==> src/rtl/core/flir_pkg.sv <==
// ----------------------------------------------------------------------------
// flir_pkg
// Shared types and constants of the fir linear interpolation resampler:
// transaction structs, opcodes, register indexes, fixed-point formats and
// the command and status groups between controller and datapath.
// ----------------------------------------------------------------------------
package flir_pkg;

    // sample and coefficient formats (q1.15)
    localparam int SAMPLE_W     = 16;
    localparam int COEF_W       = 16;
    localparam int CIDX_W       = 5;
    localparam int NUM_TAPS_DEF = 32;
    localparam int SMP_MAX      = 2 ** (SAMPLE_W - 1) - 1;
    localparam int SMP_MIN      = -(2 ** (SAMPLE_W - 1));
    localparam int Q_SH         = 15;
    localparam int RND_HALF     = 2 ** (Q_SH - 1);

    // phase accumulator, q3.29
    localparam int PHASE_W             = 32;
    localparam int PH_M1_W             = 31;
    localparam logic [PHASE_W-1:0] PH_ONE   = 32'h2000_0000;
    localparam logic [PHASE_W-1:0] PH_TWO   = 32'h4000_0000;
    localparam logic [PHASE_W-1:0] STEP_MAX = 32'h8000_0000;

    // fraction product and q.15 fraction
    localparam int INV_W     = 32;
    localparam int PROD_W    = PH_M1_W + INV_W;
    localparam int PROD_SH   = 37;
    localparam int FRAC_W    = 16;
    localparam int FRAC_ONE  = 32768;

    // configuration port
    localparam int CFG_IDX_W  = 1;
    localparam int CFG_DATA_W = 32;
    localparam logic [CFG_IDX_W-1:0] CFG_STEP = 1'b0;
    localparam logic [CFG_IDX_W-1:0] CFG_INV  = 1'b1;
    localparam logic [PHASE_W-1:0] STEP_RST   = 32'd194783102;
    localparam logic [INV_W-1:0]   INV_RST    = 32'd46242202;

    // item opcodes
    localparam logic OP_SAMPLE = 1'b0;
    localparam logic OP_COEF   = 1'b1;

    typedef struct packed {
        logic                       op;
        logic signed [SAMPLE_W-1:0] sample_in;
        logic [CIDX_W-1:0]          coef_index;
        logic signed [COEF_W-1:0]   coef_value;
        logic                       last_in_block;
    } t_in_item;

    typedef struct packed {
        logic signed [SAMPLE_W-1:0] out_sample;
        logic                       last_of_run;
        logic                       block_end;
    } t_out_item;

    // controller to datapath
    typedef struct packed {
        logic accept;
        logic mac_issue;
        logic fir_done;
        logic prod_load;
        logic frac_load;
        logic imul_load;
        logic res_load;
        logic item_done;
    } t_dp_cmd;

    // datapath to controller
    typedef struct packed {
        logic in_is_sample;
        logic mac_last;
        logic pipe_empty;
        logic phase_ge_one;
        logic out_free;
    } t_dp_sts;

endpackage

==> src/rtl/core/flir_ctrl.sv <==
// ----------------------------------------------------------------------------
// flir_ctrl
// Sequencer of the resampler: accepts items, runs the tap loop, then steps
// the interpolation unit once per output while the phase is at least one.
// ----------------------------------------------------------------------------
module flir_ctrl (
    input  logic              i_clk,
    input  logic              i_rst_n,
    input  logic              i_in_valid,
    output logic              o_in_stall,
    input  flir_pkg::t_dp_sts i_sts,
    output flir_pkg::t_dp_cmd o_cmd
);
    import flir_pkg::*;

    localparam logic [3:0] S_IDLE  = 4'd0;
    localparam logic [3:0] S_MAC   = 4'd1;
    localparam logic [3:0] S_DRAIN = 4'd2;
    localparam logic [3:0] S_FIR   = 4'd3;
    localparam logic [3:0] S_CHECK = 4'd4;
    localparam logic [3:0] S_MUL   = 4'd5;
    localparam logic [3:0] S_FRAC  = 4'd6;
    localparam logic [3:0] S_IMUL  = 4'd7;
    localparam logic [3:0] S_RES   = 4'd8;

    logic [3:0] r_state;
    logic [3:0] n_state;
    t_dp_cmd    cmd;

    // state register
    always_ff @(posedge i_clk) begin
        if (!i_rst_n) begin
            r_state <= S_IDLE;
        end else begin
            r_state <= n_state;
        end
    end

    // next state and commands
    always_comb begin
        n_state = r_state;
        cmd     = '0;
        unique case (r_state)
            S_IDLE: begin
                if (i_in_valid) begin
                    cmd.accept = 1'b1;
                    if (i_sts.in_is_sample) begin
                        n_state = S_MAC;
                    end
                end
            end
            S_MAC: begin
                cmd.mac_issue = 1'b1;
                if (i_sts.mac_last) begin
                    n_state = S_DRAIN;
                end
            end
            S_DRAIN: begin
                if (i_sts.pipe_empty) begin
                    n_state = S_FIR;
                end
            end
            S_FIR: begin
                cmd.fir_done = 1'b1;
                n_state      = S_CHECK;
            end
            S_CHECK: begin
                if (i_sts.phase_ge_one) begin
                    n_state = S_MUL;
                end else begin
                    cmd.item_done = 1'b1;
                    n_state       = S_IDLE;
                end
            end
            S_MUL: begin
                cmd.prod_load = 1'b1;
                n_state       = S_FRAC;
            end
            S_FRAC: begin
                cmd.frac_load = 1'b1;
                n_state       = S_IMUL;
            end
            S_IMUL: begin
                cmd.imul_load = 1'b1;
                n_state       = S_RES;
            end
            S_RES: begin
                if (i_sts.out_free) begin
                    cmd.res_load = 1'b1;
                    n_state      = S_CHECK;
                end
            end
            default: begin
                n_state = S_IDLE;
            end
        endcase
    end

    assign o_cmd      = cmd;
    assign o_in_stall = (r_state != S_IDLE);

    // filter result is only taken once the tap pipeline has emptied
    a_fir_after_drain: assert property (@(posedge i_clk) disable iff (!i_rst_n)
        (r_state == S_FIR) |-> i_sts.pipe_empty)
        else $error("filter result taken with taps still in flight");

    // tap loop leaves only through the drain wait
    a_mac_exit: assert property (@(posedge i_clk) disable iff (!i_rst_n)
        (r_state == S_MAC) |=> (r_state == S_MAC) || (r_state == S_DRAIN))
        else $error("tap loop left without draining");

endmodule

==> config.mk <==
export PLATFORM = sky130hd
export DESIGN_NAME = flir_ctrl
export DESIGN_NICKNAME = d
export VERILOG_FILES = /design/src/rtl/core/flir_pkg.sv /design/src/rtl/core/flir_ctrl.sv
export SDC_FILE = /design/constraint.sdc
export NUM_CORES = 1
export LEC_CHECK = 0
export CAP_MARGIN = 15
export CORE_AREA = 2 2 39 41
export CTS_CLUSTER_DIAMETER = 150
export CTS_CLUSTER_SIZE = 16
export DETAILED_ROUTE_END_ITERATION = 7
export DIE_AREA = 0 0 41 43
export DONT_BUFFER_PORTS = 1
export GPL_TIMING_DRIVEN = 0
export PLACE_DENSITY_LB_ADDON = 0.15
export REMOVE_ABC_BUFFERS = 1
export SLEW_MARGIN = 40
export SYNTH_ARGS = -nofsm -noshare
export SYNTH_HDL_FRONTEND = slang
export SYNTH_SLANG_ARGS = --single-unit
export TNS_END_PERCENT = 50
==> constraint.sdc <==
create_clock -name i_clk -period 1.7 [get_ports i_clk]
set_input_delay 0 -clock i_clk [delete_from_list [all_inputs] [get_ports i_clk]]
set_output_delay 0 -clock i_clk [all_outputs]
set_load 0.01 [all_outputs]
Word-level counts from Yosys, hierarchy flattened
Index checks and enable logic that the tools add are counted.

Reduce and logical (&&, ||, !) cells: 3. Equality and inequality tests: 13. Mux-type cells: 18.

Operators by type and width (count): one-hot mux 4 bit (9 select lines) (1); 2-to-1 mux 4 bit (5); equality test 4 x 3 -> 1 bit, second input constant (4); 2-to-1 mux 1 bit (11); != test 2 bit, second input constant (5); equality test 4 x 2 -> 1 bit, second input constant (2); AND reduction 5 bit (1); equality test 4 x 1 -> 1 bit, second input constant (1); equality test 4 bit, second input constant (1); logical NOT 4 bit (1); nonzero test 4 bit (1); 2-to-1 mux 3 bit (1).

Register bits: 4. Bits of input ports: 8. Logic and storage cells: 35. Output and inout bits: 9.

Depth between registers and ports, before layout
Word-level depth: 3. Depth in mapped cells: 4. Mapped depth without buffers: 3.

Least setup slack after synthesis
Ideal clock, no wire load.

Path type: register -> register. From: register r_state[1]. To: register r_state[0]. Arrival time: 1.205 ns. Period minus slack after synthesis: 1.331 ns. Buffers on the path: 1. Slack: 0.369 ns. Cell stages (with the launch flop): 5. Library setup time: 0.127 ns. Required time: 1.573 ns. Path through: dfxtp_1 buf_6 or4_4 a21oi_4 o31ai_2.

Word-level cells in the longest chain between the ends: 3. Elaborated cells between the ends (all ways): 16. Classes of those cells: eq/ne: 13; mux: 1; reduce/logical: 2.

RTL lines: start, declared (line flir_ctrl.sv:26) `logic [3:0] r_state;`; start signal, assigned (line flir_ctrl.sv:35) `r_state <= n_state;`; equality test 4 x 1 -> 1 bit (tied with other cells) (line flir_ctrl.sv:43) `unique case (r_state)`; != test 2 bit (no source line); AND reduction 5 bit (no source line).

Several ways; a longest one is shown, not always the timed one. A chain may end at the register's enable or synchronous reset.

Worst setup path after layout
From: register r_state[0]. To: register r_state[0].

Same word-level chain as after synthesis.

==> run metrics <==
Synth Warn #=0; clock slew seen by the registers of the worst setup and hold paths=about 0.04 ns; area enclosed by the die boundary=0.00176 mm2; hold violation count in the final report=0; maximum fanout along the worst path=13; critical path endpoint category=flop; largest net degree at the start of global routing=14; diode count=0; number of buffers added for setup after CTS=0; combined flip-flop and latch cell area=between 80 and 90 um2; die extent in x=41 um; Clock power frac=0.310; total congestion overflow after global routing=0; logic gate share of total power=0.340; number of global-route vias before repair=316; sequential element share of the synthesized area=0.213; slew of the pin with the lowest slew margin=0.749 ns; NumNets Final=56; Pwr Density=917 mW/mm2; max-slew violation count=0; Worst VDD drop=0.000231 V; Post-Place Worst Slack=0.125 ns; first-pass GRT wire length=1.35 mm; number of filler cells placed in the layout=~160; Highest Clock Rate=0.640 GHz; antenna-violating nets left=0; post-synthesis cell count=42; count of endpoints failing setup in the final report=0; worst-case hold slack=0.0534 ns; number of flip-flops in the largest register=4; GRT Util Overall=0.113; P&R area growth vs syn=14.3%; class of the tightest hold or removal check=in -> out; Std-Cell Rows=14; maximum clock path buffer count=2; signal arrival time at the worst endpoint=1.72 ns; mux contribution to synthesized area=0.0300; DR vias/cell=approximately 5.4; boundary pin count=17; adder-cell share of the synthesized area=0; netlist area before placement=between 300 and 400 um2; Post-synth EDFFs=0; ratio of final minimum period to clock period=0.920; Placeable Area=about 0.0014 mm2; unrepaired setup endpoints after global routing=no; largest register by flop count=r_state; number of buffers added on ports=0; Primary FF master, synth=sky130_fd_sc_hd__dfxtp_1; Layout Skew=0.00417 ns; ratio of cells with drive above 1 in the final layout=0.217; clock tree from TritonCTS=yes; Clk Tree Root Cell=sky130_fd_sc_hd__clkbuf_4; largest family of logic cells by synthesized area=simple AND/OR/NAND/NOR gates; flip-flop and latch count after synthesis=4; number of hold-repair buffers added at the cts stage=5; count of different cell masters after synthesis=26; Synth async-reset ratio=0; mean cell area of the mapped netlist=8.94 um2; cell types with the largest area share after synthesis=sky130_fd_sc_hd__dfxtp_1 (21%), sky130_fd_sc_hd__buf_6 (9.0%), sky130_fd_sc_hd__or3b_1 (4.7%); DRC violations left=0; largest registers=r_state (4); Leakage Power=0.144 nW; clk sinks=4; net switching power figure=139 uW; net switching share of the total power=0.352; Min Clock Period, post-route=approximately 1.6 ns; synthesized-area fraction occupied by xor and xnor cells=0.0233; relative max-transition margin=0.494; routability congestion estimate from global placement=0.737; fin worst setup slack=between 0.1 and 0.15 ns; final total negative setup slack=0 ns; number of buffers created by CTS=3; cell accounting for the most synthesized area=sky130_fd_sc_hd__dfxtp_1; y dimension of the die=43 um; required time at the endpoint of the critical path=1.86 ns; # resized after CTS=0; starting utilization of the core area=0.271; status=complete, no violations; type of element launching the critical path=flop; count of routing violations after the opening detailed-route iteration=6; WL/cell=12.9 um; Synth Area in Simple Gates=0.373; class of the most critical setup path=reg -> reg; number of levels in the clock H-tree=1; most used standard cells in the synthesized netlist=sky130_fd_sc_hd__dfxtp_1 (4), sky130_fd_sc_hd__nor2_1 (4), sky130_fd_sc_hd__buf_6 (3), sky130_fd_sc_hd__inv_1 (3); clock latency on the worst-skew pair=~0.24 ns; DP HPWL=between 500 and 600 um; first drt pass iteration count=3; number of antenna violations at the first check in global routing=0; via count=333; number of max-capacitance violations reported=0; area fraction in compound gates after synthesis=0.227; area of the multi-input gates=245 um2; routed wire length=802 um; register share of total power=0.350; internal power=255 uW; area share of the largest cell type after synthesis=0.213
placed cells by master (no fill, tap or decap), drive strengths merged, types with 2 or more instances in the layout:
master / n
dlygate4sd3: 5
nor2: 4
dfxtp: 4
inv: 3
clkbuf: 3
nand2b: 2
nand2: 2
nor3: 2
nor3b: 2
or3b: 2
o21a: 2
nor4b: 2
or4: 2
worst paths after layout:
check,from,to,slack (ns),depth (start not counted)
setup / recovery,r_state[0],r_state[0],0.14,3
setup reg to reg,r_state[0],r_state[0],0.14,3
hold / removal,i_sts[1],o_cmd[0],0.05,1
hold reg to reg,r_state[3],r_state[1],0.64,1
metal layers:
metal  up-vias  GRT usage  share of wire
met2        15      0.141           0.47
met4         0     0.0600          0.020
met3         2     0.0628          0.089
met5         -          0              0
met1       154      0.151           0.42
li1        162          -              -
critical path, cell delays in order, from the launching register on:
cell	delay, ns
sky130_fd_sc_hd__dfxtp_1	0.55
sky130_fd_sc_hd__nor4b_1	0.67
sky130_fd_sc_hd__nand3b_1	0.18
sky130_fd_sc_hd__o31ai_2	0.09
cell families after synthesis:
| family | count (synthesis) |
|---|---|
| simple gates | 21 |
| xor+xnor | 1 |
| flops | 4 |
| compound gates | 8 |
| buf+inv | 7 |
| mux | 1 |
layout make-up:
class,count,share of cell area
clock buffers,3,0.0525
inverters,3,0.0262
multi-input cells,31,0.571
flip-flops and latches,4,0.187
well taps,16,0.0466
repair buffers,5,0.117
power by group through the flow:
stage          clock, mW  combinational [mW]  sequential (mW)
3_3_place_gp           0               0.123            0.140
6_report           0.122               0.134            0.138
4_1_cts            0.129               0.135            0.139
5_1_grt            0.136               0.143            0.141
2_1_floorplan          0               0.113            0.130
3_5_place_dp           0               0.123            0.140
per-stage QoR:
stage | std cells | area (um2) | total power [mW] | util
2_1_floorplan | 38 | 337 | 0.243 | -
3_3_place_gp | 54 | 357 | 0.264 | 0.258
3_5_place_dp | 54 | 357 | 0.263 | 0.258
4_1_cts | 62 | 429 | 0.403 | 0.310
5_1_grt | 62 | 429 | 0.420 | 0.310
6_report | 62 | 429 | 0.393 | 0.310
No activity file was read; power rests on OpenSTA's default activity.
